==> config.mk <==
export PLATFORM = sky130hd
export DESIGN_NAME = psdf_decide
export DESIGN_NICKNAME = d
export VERILOG_FILES = /design/src/sv/psdf_pkg.sv /design/src/sv/psdf_decide.sv
export SDC_FILE = /design/constraint.sdc
export NUM_CORES = 1
export LEC_CHECK = 0
export BUFFER_PORTS_ARGS = -buffer_cell sky130_fd_sc_hd__buf_2
export CELL_PAD_IN_SITES_DETAIL_PLACEMENT = 1
export CELL_PAD_IN_SITES_GLOBAL_PLACEMENT = 1
export CORE_UTILIZATION = 33
export DETAILED_ROUTE_END_ITERATION = 8
export PLACE_DENSITY = 0.81
export SETUP_SLACK_MARGIN = 0.3
export SLEW_MARGIN = 30
export SYNTH_ARGS = -nofsm -noshare
export SYNTH_HDL_FRONTEND = slang
export SYNTH_SLANG_ARGS = --single-unit
==> constraint.sdc <==
create_clock -name vclk -period 4.7
set_input_delay 0.235 -clock vclk [all_inputs]
set_output_delay 0.235 -clock vclk [all_outputs]
set_load 0.01 [all_outputs]
==> src/sv/psdf_pkg.sv <==
// Package with the types, codes and reset constants of the sequence dedup filter.
package psdf_pkg;

  // Default number of table cells.
  localparam int unsigned DEF_TABLE_DEPTH = 64;

  // Field widths.
  localparam int unsigned ADDR_W = 32;
  localparam int unsigned SEQ_W  = 8;
  localparam int unsigned TIME_W = 48;
  localparam int unsigned CFG_W  = 48;
  localparam int unsigned CFG_IDX_W = 2;
  localparam int unsigned S_DATA_W = 88;
  localparam int unsigned M_DATA_W = 8;

  // Register reset values.
  localparam logic [ADDR_W-1:0] RST_OWN_ADDRESS   = '0;
  localparam logic [SEQ_W-1:0]  RST_SEQ_WINDOW    = 8'd10;
  localparam logic [TIME_W-1:0] RST_TIMEOUT_TICKS = 48'd1000000;

  // Configuration register indexes.
  typedef enum logic [CFG_IDX_W-1:0] {
    REG_OWN_ADDRESS   = 2'd0,
    REG_SEQ_WINDOW    = 2'd1,
    REG_TIMEOUT_TICKS = 2'd2
  } psdf_reg_t;

  // Result status codes.
  typedef enum logic [2:0] {
    ST_KNOWN     = 3'd0,
    ST_INSERTED  = 3'd1,
    ST_DUPLICATE = 3'd2,
    ST_OWN       = 3'd3,
    ST_FULL      = 3'd4
  } psdf_status_t;

  // Sequencer states.
  typedef enum logic [1:0] {
    S_IDLE,
    S_LOOKUP,
    S_GATHER,
    S_DECIDE
  } psdf_state_t;

  // One table entry, also the query that is broadcast to the cells.
  typedef struct packed {
    logic [ADDR_W-1:0] addr;
    logic [SEQ_W-1:0]  seq;
    logic [TIME_W-1:0] tstamp;
  } psdf_entry_t;

  // Stored sequence and time of a matching cell, zero when the cell misses.
  typedef struct packed {
    logic [SEQ_W-1:0]  seq;
    logic [TIME_W-1:0] tstamp;
  } psdf_hitdata_t;

  // Commands from the sequencer to every cell.
  typedef struct packed {
    logic lookup;
    logic shift;
    logic update;
  } psdf_ctl_t;

endpackage

==> src/sv/psdf_decide.sv <==
// Decision unit: classifies a packet from the lookup result and the registers.
module psdf_decide (
  input  logic [psdf_pkg::ADDR_W-1:0] own_address,
  input  logic [psdf_pkg::SEQ_W-1:0]  seq_window,
  input  logic [psdf_pkg::TIME_W-1:0] timeout_ticks,
  input  psdf_pkg::psdf_entry_t       query,
  input  logic                        found,
  input  psdf_pkg::psdf_hitdata_t     found_data,
  input  logic                        table_full,
  output logic                        is_new,
  output psdf_pkg::psdf_status_t      status,
  output logic                        do_update,
  output logic                        do_insert
);
  import psdf_pkg::*;

  logic [TIME_W-1:0] age;
  logic [SEQ_W-1:0]  advance;
  logic              timed_out;
  logic              in_window;

  // Age wraps with the clock; an advance of zero stands for a full lap.
  assign age       = query.tstamp - found_data.tstamp;
  assign advance   = query.seq - found_data.seq;
  assign timed_out = age >= timeout_ticks;
  assign in_window = (advance != '0) && (advance < seq_window);

  always_comb begin
    is_new    = 1'b0;
    status    = ST_DUPLICATE;
    do_update = 1'b0;
    do_insert = 1'b0;
    priority if (query.addr == own_address) begin
      status = ST_OWN;
    end else if (found) begin
      if (timed_out || in_window) begin
        is_new    = 1'b1;
        status    = ST_KNOWN;
        do_update = 1'b1;
      end
    end else if (!table_full) begin
      is_new    = 1'b1;
      status    = ST_INSERTED;
      do_insert = 1'b1;
    end else begin
      is_new = 1'b1;
      status = ST_FULL;
    end
  end

endmodule

==> After elaboration in Yosys (flattened, before gate mapping) <==
Index checks and enable logic that the tools add are counted.
{ "totals": {"reg_bits": 0, "latchBits": 0, "ramBits": 0, "mem_bits_ro": 0, "inputBits": 234, "output_inout_bits": 6, "elab_cells": 20, "n_memories": 0} }
{ "classes": {"add_sub_neg": 2, "mul": 0, "div_mod_pow": 0, "n_lt_le_gt_ge": 2, "eq_ne": 1, "shift": 0, "muxes": 12, "n_bitwise": 0, "reduce_logical": 3} }
{ "op_table": {"columns": ["operator", "n"], "rows": [
  ["$ge A48 B48 Y1", 1],
  ["$sub A48 B48 Y48", 1],
  ["$eq A32 B32 Y1", 1],
  ["$mux W3", 3],
  ["$lt A8 B8 Y1", 1],
  ["$mux W1", 8],
  ["$reduce_bool A8 Y1", 1],
  ["$sub A8 B8 Y8", 1],
  ["$mux W2", 1],
  ["$logic_and A1 B1 Y1", 1],
  ["$logic_or A1 B1 Y1", 1]
]} }

==> Longest topological paths before layout <==
{ "depth": {"ltp_word": 7, "mapped_depth": 22} }

==> Least setup slack after synthesis <==
No wires, ideal clock.
{ "synth_path": {"path_type": "input to output", "startpoint": "in query[0] (netlist bit)", "endpoint": "out status[1]", "arrival_ns": 3.869, "required_time_ns": 4.465, "path_slack_ns": 0.596, "path_stages": 21, "n_path_buf": 0, "path_cell_list": "inv_1 ha_1 inv_1 fa_1 a211oi_2 o21bai_1 and2_1 o21a_1 o31ai_1 o21ba_2 o21ai_1 xor2_1 ha_1 a21o_1 a21o_1 a21oi_1 and3b_1 o211ai_1 a21o_1 a41oi_1 a31o_1"} }
{ "synth_via": {"elab_chain_cells": 6} }
{ "synth_lines": {"columns": ["item", "line_no", "text"], "rows": [
  ["start: declaration", "psdf_decide.sv:6", "input psdf_pkg::psdf_entry_t query,"],
  ["$sub A48 B48 Y48", "psdf_decide.sv:23", "assign age = query.tstamp - found_data.tstamp;"],
  ["$ge A48 B48 Y1", "psdf_decide.sv:25", "assign timed_out = age >= timeout_ticks;"],
  ["$logic_or A1 B1 Y1", "psdf_decide.sv:36", "if (timed_out || in_window) begin"],
  ["$mux W2", "psdf_decide.sv:36", null],
  ["$mux W3", "psdf_decide.sv:35", "end else if (found) begin"],
  ["$mux W3", "psdf_decide.sv:33", "priority if (query.addr == own_address) begin"],
  ["end: declaration", "psdf_decide.sv:11", "output psdf_pkg::psdf_status_t status,"]
]} }
Every way passes these cells.

==> Worst setup path after layout <==
Same ends and word-level chain as after synthesis.

==> flow_metrics.py <==
metrics = {
    "yosys": {
        "synth.distinct_cells": 53,
        "ys_seq_area_share_pct": 0,
        "yosysWarnings": 0,
        "synth.most_common_cell": "inv_1",
        "syn_area_per_cell_um2": 7.04,
        "synthesis.area_um2": 4860,
        "yosys.area.top_type": "ha_1",
        "synth_top_area_share_pct": 28.1,
        "synthesis.nets": 1035,
        "synth_common_cells": "118 x inv_1, 109 x ha_1, 60 x a21oi_1, 55 x a21o_1, 53 x xnor2_1",
        "postSynthCellCount": 690,
        "synthTopCellsByArea": "ha_1 28%, xnor2_1 9.5%, inv_1 9.1%, a21o_1 8.5%, a21oi_1 6.2%",
    },
    "routing": {
        "drt_first_pass_iters": 6,
        "post-route-drc-count": 0,
        "vias": 5697,
        "routed_wl_mm": 16.6,
        "routed_via_density": 5.14,
        "drtAntennaViolNets": 0,
        "drtIter0Drc": 207,
        "wire_per_inst_um": 15.0,
    },
    "status": {
        "status": "finished, final reports clean",
    },
    "sta": {
        "grt_setup_unrepaired": "yes",
        "fmax_mhz": 223,
        "slew_violations": 0,
        "period_share_pct": 95.4,
        "setup_viol": 0,
        "slew_headroom_pct": 59.0,
        "hold_violations": 0,
        "min_period_ps": 4480,
        "tightest_slew_ps": 610,
    },
    "critical_path": {
        "critPathRequiredTime_ps": 4470,
        "crit_chain": "buf_8 -> inv_6 -> ha_4 -> inv_2 -> fa_2 -> a211oi_2 -> o21bai_1 -> a31o_1 -> a31o_1 -> a211oi_4 -> o31ai_4 -> a221oi_4 -> buf_6 -> o21ai_2 -> xor2_1 -> ha_1 -> a21o_1 -> a21oi_1 -> o211ai_1 -> a41oi_1 -> buf_4 -> a31o_1 -> buf_2",
        "path_max_fanout": 3,
        "cp_common_cell": "a31o_1",
        "worst-setup-path-type": "input pin to output port",
        "critPathBufInv": 6,
        "slowest_delay_ps": 400,
        "crit_path_start_kind": "input pin",
        "worstSetupEndpointType": "output port",
        "cpLargestDelayFamily": "compound AO/OA/AOI/OAI gates",
        "cp_slowest_cell": "a221oi_4",
        "critPathArrivalTime_ps": 4250,
    },
    "global_route": {
        "use_met1_pct": 25.2,
        "met2_usage_pct": 41.2,
        "grt_usage_pct": 21.0,
        "grt_pass1_vias": 5867,
        "grt-ovfl-total": 0,
        "grt_max_degree": 10,
        "grt_pass1_wl_mm": 26.2,
        "grt_util_met3_pct": 1.15,
        "antenna_found_initial": 0,
        "busiest_layer": "met2",
    },
    "power": {
        "p_leak_nw": 3.74,
        "p_per_area_nw_per_um2": 142,
        "vdd_drop_max_uv": 54.8,
    },
    "final_layout": {
        "drive_gt1_share_pct": 31.0,
        "clock_buffers": 0,
        "numSequentialCells": 0,
        "regArea_um2": 0,
        "syn_to_final_growth_pct": 33.5,
        "n_antenna_cell": 0,
        "final_cell_count_no_fill": 1109,
        "fin_util_pct": 45.9,
        "layout.nets": 1276,
    },
    "die": {
        "floorplan.die_area_um2": 15200,
        "die_x_um": 123,
        "ios": 240,
        "coreArea_um2": 14100,
        "dieHeight_um": 123,
        "num_rows": 43,
        "start_util_pct": 34.4,
    },
    "run": {
        "maxCapViolCount": 0,
    },
    "placement": {
        "hpwl_mm": 14.9,
        "port_buffers": 240,
        "place_inst": 1099,
        "routabilityCongestion": 0.866,
    },
    "min_path": {
        "hold_path_class": "input pin to output port",
    },
}
[timing repair]
| action | in CTS | in global routing |
|---|---|---|
| setup buffers | 7 | 3 |
| endpoints found under the setup margin | 3 | 3 |
| cloned | 0 | 0 |
| resized for setup | 17 | 15 |
| pin swaps | 19 | 16 |
| hold buffers | 0 | 0 |
[per-layer routing]
layer	up-vias	share of wire (%)
met5	-	0
met3	19	4.7
met2	164	51
met4	0	1.3
met1	2604	43
li1	2910	-
[cell type report]
| cell class | count | area (um2) |
|---|---|---|
| fill | 1933 | 7660 |
| inverter | 118 | 448 |
| multi-input combinational | 556 | 4490 |
| tap | 180 | 225 |
| timing repair buffer | 255 | 1330 |
[layout by cell type, fill, tap and decap left out, types with 14 or more instances in the layout]
cell and instances:
ha_1 108, a21o_1 55, xnor2_1 52, a21oi_1 58, nand4_1 27, nor2_1 24
inv_1 116, o21ai_0 22, buf_4 14, xor2_1 30, nand2_1 34, buf_2 239
[where the power goes]
| group | internal (mW) | leakage (nW) | total (mW) | switching, mW |
|---|---|---|---|---|
| combinational | 0.437 | 3.74 | 0.918 | 0.481 |
| clock | 0 | 0 | 0 | 0 |
| sequential | 0 | 0 | 0 | 0 |
[kinds of logic after synthesis]
| kind of cell | share of synthesized area, % |
|---|---|
| AOI/OAI and AO/OA | 29.6 |
| xor gates and xnor gates | 15.0 |
| adders and majority gates | 28.9 |
| buffers and inverters | 10.4 |
| and+or+nand+nor | 16.1 |
[metrics by stage]
step,worst slack [ps],TNS [ps],cell area [um2],hold WS (ps),power [mW]
finish,215,0,6490,764,0.918
detailed placement,-76.1,-83.9,6260,758,0.870
floorplan,596,0,4860,521,0.589
global placement,146,0,6260,758,0.841
global route,-28.2,-38.7,6490,781,1.03
CTS,134,0,6390,760,0.900
[worst min-delay path, cell delays in order]
cell    delay (ps)
buf_2          100
nor3_1          60
buf_2          130
[final timing paths]
check | start | end | slack [ps] | depth (start not counted)
worst max-delay path | query[0] | status[1] | 220 | 23
worst min-delay path | table_full | do_insert | 760 | 3
Power figures use the tool's default switching activity.
