<file path="src/sv/psdf_pkg.sv">
// Package with the types, codes and reset constants of the sequence dedup filter.
package psdf_pkg;

  // Default number of table cells.
  localparam int unsigned DEF_TABLE_DEPTH = 64;

  // Field widths.
  localparam int unsigned ADDR_W = 32;
  localparam int unsigned SEQ_W  = 8;
  localparam int unsigned TIME_W = 48;
  localparam int unsigned CFG_W  = 48;
  localparam int unsigned CFG_IDX_W = 2;
  localparam int unsigned S_DATA_W = 88;
  localparam int unsigned M_DATA_W = 8;

  // Register reset values.
  localparam logic [ADDR_W-1:0] RST_OWN_ADDRESS   = '0;
  localparam logic [SEQ_W-1:0]  RST_SEQ_WINDOW    = 8'd10;
  localparam logic [TIME_W-1:0] RST_TIMEOUT_TICKS = 48'd1000000;

  // Configuration register indexes.
  typedef enum logic [CFG_IDX_W-1:0] {
    REG_OWN_ADDRESS   = 2'd0,
    REG_SEQ_WINDOW    = 2'd1,
    REG_TIMEOUT_TICKS = 2'd2
  } psdf_reg_t;

  // Result status codes.
  typedef enum logic [2:0] {
    ST_KNOWN     = 3'd0,
    ST_INSERTED  = 3'd1,
    ST_DUPLICATE = 3'd2,
    ST_OWN       = 3'd3,
    ST_FULL      = 3'd4
  } psdf_status_t;

  // Sequencer states.
  typedef enum logic [1:0] {
    S_IDLE,
    S_LOOKUP,
    S_GATHER,
    S_DECIDE
  } psdf_state_t;

  // One table entry, also the query that is broadcast to the cells.
  typedef struct packed {
    logic [ADDR_W-1:0] addr;
    logic [SEQ_W-1:0]  seq;
    logic [TIME_W-1:0] tstamp;
  } psdf_entry_t;

  // Stored sequence and time of a matching cell, zero when the cell misses.
  typedef struct packed {
    logic [SEQ_W-1:0]  seq;
    logic [TIME_W-1:0] tstamp;
  } psdf_hitdata_t;

  // Commands from the sequencer to every cell.
  typedef struct packed {
    logic lookup;
    logic shift;
    logic update;
  } psdf_ctl_t;

endpackage

</file>
<file path="src/sv/psdf_cell.sv">
// One table cell: holds an entry, matches the query and takes its left neighbor on insert.
module psdf_cell (
  input  logic                   clk,
  input  logic                   rst,
  input  logic                   entry_valid,
  input  psdf_pkg::psdf_ctl_t    ctl,
  input  psdf_pkg::psdf_entry_t  query,
  input  psdf_pkg::psdf_entry_t  left_entry,
  output psdf_pkg::psdf_entry_t  entry,
  output logic                   hit,
  output psdf_pkg::psdf_hitdata_t hit_data
);
  import psdf_pkg::*;

  logic match;

  assign match = entry_valid && (entry.addr == query.addr);

  // Entry storage: shift in from the left on insert, refresh on a hit update.
  always_ff @(posedge clk) begin
    if (ctl.shift) begin
      entry <= left_entry;
    end else if (ctl.update && hit) begin
      entry.seq    <= query.seq;
      entry.tstamp <= query.tstamp;
    end
  end

  // Match flag, held until the sequencer issues the write for this item.
  always_ff @(posedge clk) begin
    if (rst) begin
      hit <= 1'b0;
    end else if (ctl.lookup) begin
      hit <= match;
    end
  end

  // Masked copy of the stored fields so the row can be merged by a plain OR.
  always_ff @(posedge clk) begin
    if (ctl.lookup) begin
      hit_data <= match ? psdf_hitdata_t'{seq: entry.seq, tstamp: entry.tstamp} : '0;
    end
  end

endmodule

</file>
<file path="config.mk">
export PLATFORM = sky130hd
export DESIGN_NAME = psdf_cell
export DESIGN_NICKNAME = d
export VERILOG_FILES = /design/src/sv/psdf_pkg.sv /design/src/sv/psdf_cell.sv
export SDC_FILE = /design/constraint.sdc
export NUM_CORES = 1
export LEC_CHECK = 0
export ABC_CLOCK_PERIOD_IN_PS = 2600
export BUFFER_PORTS_ARGS = -buffer_cell sky130_fd_sc_hd__buf_2
export CAP_MARGIN = 20
export CORE_AREA = 8 8 130 132
export DETAILED_ROUTE_END_ITERATION = 12
export DIE_AREA = 0 0 138 140
export PLACE_DENSITY = 0.75
export SETUP_SLACK_MARGIN = 0.5
export SYNTH_ARGS = -nofsm -noshare
export SYNTH_HDL_FRONTEND = slang
export SYNTH_SLANG_ARGS = --single-unit
export TNS_END_PERCENT = 30
</file>
<file path="constraint.sdc">
create_clock -name clk -period 2.6 [get_ports clk]
set_input_delay 0.39 -clock clk [delete_from_list [all_inputs] [get_ports clk]]
set_output_delay 0.39 -clock clk [all_outputs]
set_load 0.02 [all_outputs]
</file>
Word level (Yosys, flattened, before mapping)
Index checks and enable logic that the tools add are counted.
- register bits: 145
- latch bits: 0
- bits in writable memories: 0
- ROM bits: 0
- bits of input ports: 182
- logic and storage cells: 12
- memories kept: 0
- add/sub/neg operators: 0
- $mul: 0
- div/mod/pow operators: 0
- $lt $le $gt $ge: 0
- equal/unequal tests: 1
- shift operators: 0
- mux-type cells: 2
- bitwise operators: 0
- reductions and logical operators: 3
- operators with widths (operator ; number):
    two-way mux 56 bit ; 2
    equality test 32 bit ; 1
    logical AND 1 bit ; 2
    nonzero test 2 bit ; 1

Logic depth before layout (Yosys ltp)
Gate-level depths: netlist of run 1.
- depth in word-level cells: 3
- depth in mapped cells: 7

Worst setup path after synthesis of run 1
Ideal clock, no wire load.
- path kind: input to register
- start point: in ctl[1] in the netlist's numbering
- end point: reg entry[0] in the netlist's numbering, enable pin
- setup time: 412 ps
- data arrival time: 2262 ps
- data required time: 2188 ps
- slack: -74 ps
- cell stages on the path: 3
- buffers on the path: 2
- path through: clkbuf_1 clkbuf_1 a21o_1
- longest elaborated chain between the ends: 1
- RTL lines (what ; line ; RTL):
    start: declaration ; psdf_cell.sv:6 ; input psdf_pkg::psdf_ctl_t ctl,
    nonzero test 2 bit (no line) ; - ;
    end signal: assignment ; psdf_cell.sv:22 ; entry <= left_entry;
    end: declaration ; psdf_cell.sv:9 ; output psdf_pkg::psdf_entry_t entry,
No other way between the ends.
A chain may end at the register's enable or synchronous reset.

Final worst setup path of run 1
- start point: reg entry[57] in the netlist's numbering
- end point: reg hit_data[32] in the netlist's numbering, data pin
- longest elaborated chain between the ends: 2
- RTL lines (what ; line ; RTL):
    equality test 32 bit ; psdf_cell.sv:17 ; assign match = entry_valid && (entry.addr == query.addr);
    logical AND 1 bit ; psdf_cell.sv:17 ;
    end signal: assignment ; psdf_cell.sv:41 ; hit_data <= match ? psdf_hitdata_t'{seq: entry.seq, tstamp: entry.tstamp} : '0;
    end: declaration ; psdf_cell.sv:11 ; output psdf_pkg::psdf_hitdata_t hit_data
No other way between the ends.

==> results.py, run 1 <==
metrics = {
    "detailed_routing": {
        "top_layer": "met4",
        "drc": 0,
        "dr_wl_met3_mm": 1.39,
        "met2WireLength_mm": 9.24,
        "via_count": 4066,
        "firstDrtPassIters": 5,
        "wirelength_mm": 17.5,
        "drtIter0Drc": 193,
        "wl_per_cell_microns": 20.1,
        "antenna_left": 0,
        "routed_via_density": 4.69,
        "wl_met1_mm": 6.55,
    },
    "global_route": {
        "grt_max_degree": 43,
        "overflow": 0,
        "antenna_found_initial": 0,
        "grt_pass1_wl_mm": 25.7,
        "grt_pass1_vias": 4530,
        "grt_usage_pct": 17.3,
    },
    "place": {
        "gp_congestion": 0.867,
        "numPortBuffers": 326,
        "hpwl_mm": 13.5,
        "dpl_cell_area_sq_mm": 0.00770,
    },
    "setup_path": {
        "worstPathCellList": "xor2_1 -> nor4_1 -> nand2_1 -> nor4_4 -> buf_6 -> buf_12 -> and2_1",
        "critPathTopFamily": "simple AND/OR/NAND/NOR gates",
        "required_ps": 2870,
        "start_kind": "register",
        "critical_path_arrival_ps": 2260,
        "cp_num_buf_inv": 2,
        "max_stage_delay_ps": 410,
        "critPathKind": "register to register",
        "worstPathMaxFanout": 15,
        "crit_path_top_delay_cell": "edfxtp_1",
        "end_kind": "register",
    },
    "sta": {
        "finalSetupTns_ps": 0,
        "worst_slew_pin_slew_ps": 442,
        "rsz0062_at_grt": "true",
        "finalSetupViolations": 0,
        "slew_viol_final": 0,
        "final-hold-violation-count": 0,
        "fin_crit_sh_pct": 76.7,
        "fmax_mhz": 502,
        "slew_headroom_pct": 70.5,
        "finClkSkew_ps": 10.9,
        "fin_crit_ps": 1990,
    },
    "logic_synthesis": {
        "synthXorXnorAreaFrac_pct": 4.06,
        "synth_common_cells": "edfxtp_1, and2_1, mux2_2",
        "post-synth-top-count-cell": "edfxtp_1",
        "synth_top_family_by_area": "multiplexers",
        "seq_area_frac_synth_pct": 74.7,
        "synthAdderAreaFrac_pct": 0,
        "synth_ff_type": "edfxtp_1",
        "synth_top_area_cell": "edfxtp_1",
        "synthSimpleGateAreaFrac_pct": 7.91,
        "ys_types": 25,
        "synth_edf_count": 144,
        "synth_area_per_cell_sq_um": 18.0,
        "syn_nets": 506,
        "synth_area_leaders": "edfxtp_1, mux2_2, and2_1, xor2_1, xnor2_1",
        "synth-compound-area-share_pct": 0.817,
        "synth_seq_cells": 145,
        "ys_warn_count": 0,
        "synth_top_area_share_pct": 74.3,
        "muxShareOfSynthArea_pct": 10.8,
        "synth_cells": 324,
        "syn_area_sq_mm": 0.00582,
        "synthArstFlopShare_pct": 0,
    },
    "power_and_ir_drop": {
        "seqPwrFrac_pct": 49.7,
        "netSwitchingFraction_pct": 24.9,
        "powerDensity_mw_per_mm2": 681,
        "switching_power_w": 0.00141,
        "p_comb_share_pct": 12.5,
        "p_int_w": 0.00424,
        "pwr-share-clk_pct": 37.8,
        "ir_drop_uv": 412,
        "leakagePower_nw": 3.69,
    },
    "clock_tree": {
        "max-clock-path-buffers": 2,
        "clk_latency_ps": 410,
        "htree_levels": 4,
        "tritoncts": "built",
        "cts_buffers": 17,
        "clock_sinks": 145,
        "root_buffer": "clkbuf_16",
        "clk_pin_slew_ps": 60,
    },
    "outcome": {
        "status": "complete, no violations",
    },
    "cells_and_area": {
        "layout-drive-gt1-share_pct": 62.7,
        "nNetsFinal": 848,
        "diodes": 0,
        "fin_util_pct": 55.8,
        "fill_cells": 1218,
        "syn_to_final_growth_pct": 42.6,
        "fin_area_sq_mm": 0.00830,
    },
    "floorplan": {
        "dieArea_sq_mm": 0.0193,
        "io_pins": 327,
        "die_h_microns": 140,
        "start_util_pct": 39.1,
        "fp-row-count": 45,
        "core_sq_mm": 0.0149,
        "fp.dieW_microns": 138,
    },
    "worst_hold_path": {
        "hold_class": "input pin to register",
    },
    "flow_run": {
        "drv_cap": 0,
    },
}
cell families after synthesis:
logic type,Yosys count
AO/OA/AOI/OAI,6
XOR/XNOR,27
buffers and inverters,18
flip-flops,145
multiplexers,56
AND/OR/NAND/NOR,72
cells in the final DEF (no fill, tap or decap), drive strengths merged:
cell      count
xnor2         8
a32o          1
o22ai         1
nor2b         3
buf         334
and2         56
o21ai         1
nand4         2
mux2         56
a222oi        1
a21o          1
nand2         2
nand3         1
nor3          1
or4           1
nor4          5
clkbuf       19
a2111oi       1
clkinv        9
inv           8
nor2          1
xor2         19
edfxtp      144
clkinvlp      3
dfxtp         1
layout make-up:
type / count / area [sq um] / area share, %
Inverter: 6 / 22.5 / 0.271
Timing Repair Buffer: 335 / 1780 / 21.5
Tap cell: 188 / 235 / 2.83
Sequential cell: 145 / 4340 / 52.4
Multi-Input combinational cell: 161 / 1400 / 16.8
Clock buffer: 18 / 429 / 5.17
Clock inverter: 14 / 91.3 / 1.10
flip-flops by register name, indices dropped and copies added, names as in the netlist:
signal,cells
entry,88
hit_data,56
hit,1
worst paths after layout:
| kind | start | end | slack (ps) | depth (start not counted) |
|---|---|---|---|---|
| setup / recovery | entry[57] | hit_data[32] | 610 | 7 |
| hold / removal | left_entry[57] | entry[57] | 150 | 1 |
| setup reg to reg | entry[57] | hit_data[32] | 610 | 7 |
| hold reg to reg | hit | hit | 520 | 1 |
what timing repair did:
item | in CTS | in global routing
hold buffers | 0 | 0
setup endpoints to repair | 56 | 57
pin swaps | 4 | 3
buffers inserted | 1 | 0
cloned | 1 | 1
gates resized for setup | 4 | 1
layer usage:
metal  up-vias  global-route usage [%]
li1       1900                       -
met1      1940                    18.3
met2       208                    30.9
met3        18                    6.22
met4         0                    6.46
met5         -                       0
worst reg2reg max path, cell delays in order (launching register included):
cell      delay, ps
edfxtp_1        410
xor2_1          170
nor4_1          300
nand2_1         160
nor4_4          300
buf_6           180
buf_12          160
and2_1          160
power groups by stage:
stage / Combinational (W) / Sequential, W / Clock (W)
after CTS: 0.000718 / 0.00281 / 0.00219
final: 0.000705 / 0.00281 / 0.00214
after floorplan: 0.000148 / 0.00304 / 0
after detailed placement: 0.000711 / 0.00286 / 0
after global placement: 0.000699 / 0.00285 / 0
after global routing: 0.000751 / 0.00282 / 0.00229
per-stage QoR:
step | cells | setup WS, ps | hold WS (ps) | total power [W]
after global placement | 832 | 418 | 499 | 0.00355
final | 867 | 607 | 153 | 0.00565
after CTS | 866 | 555 | 131 | 0.00572
after global routing | 867 | 463 | 127 | 0.00586
after detailed placement | 832 | 392 | 504 | 0.00357
after floorplan | 324 | 535 | 489 | 0.00319
(Power assumes the default switching activity.)
==> inputs of run 2 (changes only) <==
ABC_CLOCK_PERIOD_IN_PS = 1870   (was 2600)
CORE_AREA = 8 8 125 127   (was 8 8 130 132)
DIE_AREA = 0 0 133 135   (was 0 0 138 140)
PLACE_DENSITY = 0.78   (was 0.75)
clock period = 1.87 ns   (was 2.6 ns; I/O delays follow)
==> run 2 against run 1 <==
  * The flow now finishes with violations (setup timing)
  * Core utilization increased by 6.7 points
  * Clock power increased by 45%
  * Via count increased by 1.3%
  * Non-clock buffer count increased by 13
  * Routed wire length decreased by 0.60%
  * Count of clock-buffer cells in the layout increased by 1
  * Largest cell class unchanged
==> results.py, run 2 (synthesized netlist as in run 1, its figures left out) <==
metrics = {
    "outcome": {
        "status": "finished with violations",
        "violations": "setup timing",
    },
    "setup_path": {
        "r2r-start": "entry[68]",
        "worstPathMaxFanout": 18,
        "required_ps": 2160,
        "crit_start": "entry[68]",
        "crit_path_top_delay_cell": "or4_4",
        "critical_path_arrival_ps": 2330,
        "worstPathCellList": "xnor2_1 -> nand2_1 -> or4_4 -> nor4_4 -> buf_6 -> clkbuf_16 -> and2_1",
        "end_kind": "register",
        "start_kind": "register",
        "critPathKind": "register to register",
        "max_stage_delay_ps": 550,
    },
    "clock_tree": {
        "cts_buffers": 17,
        "max-clock-path-buffers": 2,
        "clk_pin_slew_ps": 60,
        "root_buffer": "clkbuf_16",
        "htree_levels": 4,
        "tritoncts": "built",
        "clock_sinks": 145,
        "clk_latency_ps": 420,
    },
    "global_route": {
        "grt_usage_pct": 18.3,
        "grt_pass1_wl_mm": 25.0,
        "overflow": 0,
        "antenna_found_initial": 0,
        "grt_max_degree": 59,
        "grt_pass1_vias": 4430,
    },
    "power_and_ir_drop": {
        "p_total_w": 0.00807,
        "powerDensity_mw_per_mm2": 948,
        "leakagePower_nw": 3.80,
        "ir_drop_uv": 562,
    },
    "cells_and_area": {
        "fin_area_sq_mm": 0.00852,
        "syn_to_final_growth_pct": 46.4,
        "fill_cells": 1033,
        "layout_common_cells": "buf_2, edfxtp_1, mux2_2",
        "largest_register": "entry",
        "top_regs": "entry: 88 flops, hit_data: 56 flops, hit: 1 flops",
        "nNetsFinal": 861,
        "final_common_cell": "buf_2",
        "largest_reg_flops": 88,
        "diodes": 0,
        "layout-drive-gt1-share_pct": 63.6,
    },
    "detailed_routing": {
        "firstDrtPassIters": 5,
        "wirelength_mm": 17.4,
        "drtIter0Drc": 218,
        "via_count": 4119,
        "antenna_left": 0,
        "drc": 0,
        "routed_via_density": 4.72,
        "wl_per_cell_microns": 19.9,
    },
    "floorplan": {
        "io_pins": 327,
        "dieArea_sq_mm": 0.0180,
        "die_h_microns": 135,
        "fp.dieW_microns": 133,
        "fp-row-count": 43,
        "start_util_pct": 42.8,
        "core_sq_mm": 0.0136,
    },
    "flow_run": {
        "drv_cap": 0,
    },
    "sta": {
        "fin_crit_ps": 2050,
        "fmax_mhz": 488,
        "worst_slew_pin_slew_ps": 409,
        "slew_viol_final": 0,
        "finalWorstSetupSlack_ps": -178,
        "fin_crit_sh_pct": 110,
        "holdWs_ps": 38.7,
        "finClkSkew_ps": 8.03,
        "final-hold-violation-count": 0,
        "rsz0062_at_grt": "true",
        "slew_headroom_pct": 72.7,
        "finalSetupViolations": 57,
    },
    "worst_hold_path": {
        "hold_class": "input pin to register",
        "hp-start": "left_entry[72]",
    },
    "place": {
        "numPortBuffers": 326,
        "hpwl_mm": 13.6,
        "gp_congestion": 0.809,
        "dpl_cell_area_sq_mm": 0.00781,
    },
}
## run 2: cell types whose count changed in the layout (fill, tap and decap cells not counted), moves of 2 or more
cell / change
and2_1: -2
clkinv_2: -3
and2_4: +2
buf_2: -8
buf_6: +16
buf_4: +3
buf_12: +3
## run 2: timing repair
item	CTS	global route
setup buffers	1	1
pin swaps	4	1
cloned	0	1
hold buffers	0	0
endpoints found under the setup margin	65	65
gates resized for setup	24	9
## run 2: layer usage
| metal | GRT usage, % | up-vias | routed length, microns |
|---|---|---|---|
| met3 | 6.39 | 21 | 1320 |
| met5 | 0 | - | 0 |
| met2 | 33.2 | 205 | 9450 |
| met1 | 19.0 | 1978 | 6300 |
| li1 | - | 1915 | - |
| met4 | 7.19 | 0 | 282 |
## run 2: worst max-delay path, delay by kind of cell, from the launching register on
family / cells / cell delay (ps)
simple gates: 4 / 1000
buf+inv: 2 / 340
flops: 1 / 430
xor+xnor: 1 / 150
## run 2: per-stage QoR
step                std cells  setup WS, ps  utilization [%]  setup TNS, ps
global route              872          -239             62.6         -12530
finish                    872          -178             62.6          -8770
global placement          837          -209             57.4         -10590
CTS                       870          -200             62.0          -9610
detailed placement        837          -290             57.4         -13770
floorplan                 324         -71.4                -          -2400
## run 2: area by class of cell
class | instances | area (sq um) | area share (%)
Inverter | 6 | 22.5 | 0.264
Tap cell | 180 | 225 | 2.64
Sequential cell | 145 | 4340 | 51.0
Clock inverter | 13 | 114 | 1.34
Multi-Input combinational cell | 161 | 1400 | 16.5
Clock buffer | 19 | 433 | 5.08
Timing Repair Buffer | 348 | 1980 | 23.2
## run 2: path summary, 6_finish.rpt
path | end | slack (ps) | depth (start not counted)
setup reg to reg | hit_data[36] | -180 | 7
setup / recovery | hit_data[36] | -180 | 7
hold reg to reg | hit | 530 | 1
hold / removal | entry[72] | 40 | 1
## run 2: where the power goes
part	internal [W]	switching, W	leakage, nW	total, W
Combinational	0.000462	0.000586	2.07	0.00105
Clock	0.00183	0.00129	0.257	0.00311
Sequential	0.00381	0.000101	1.47	0.00391
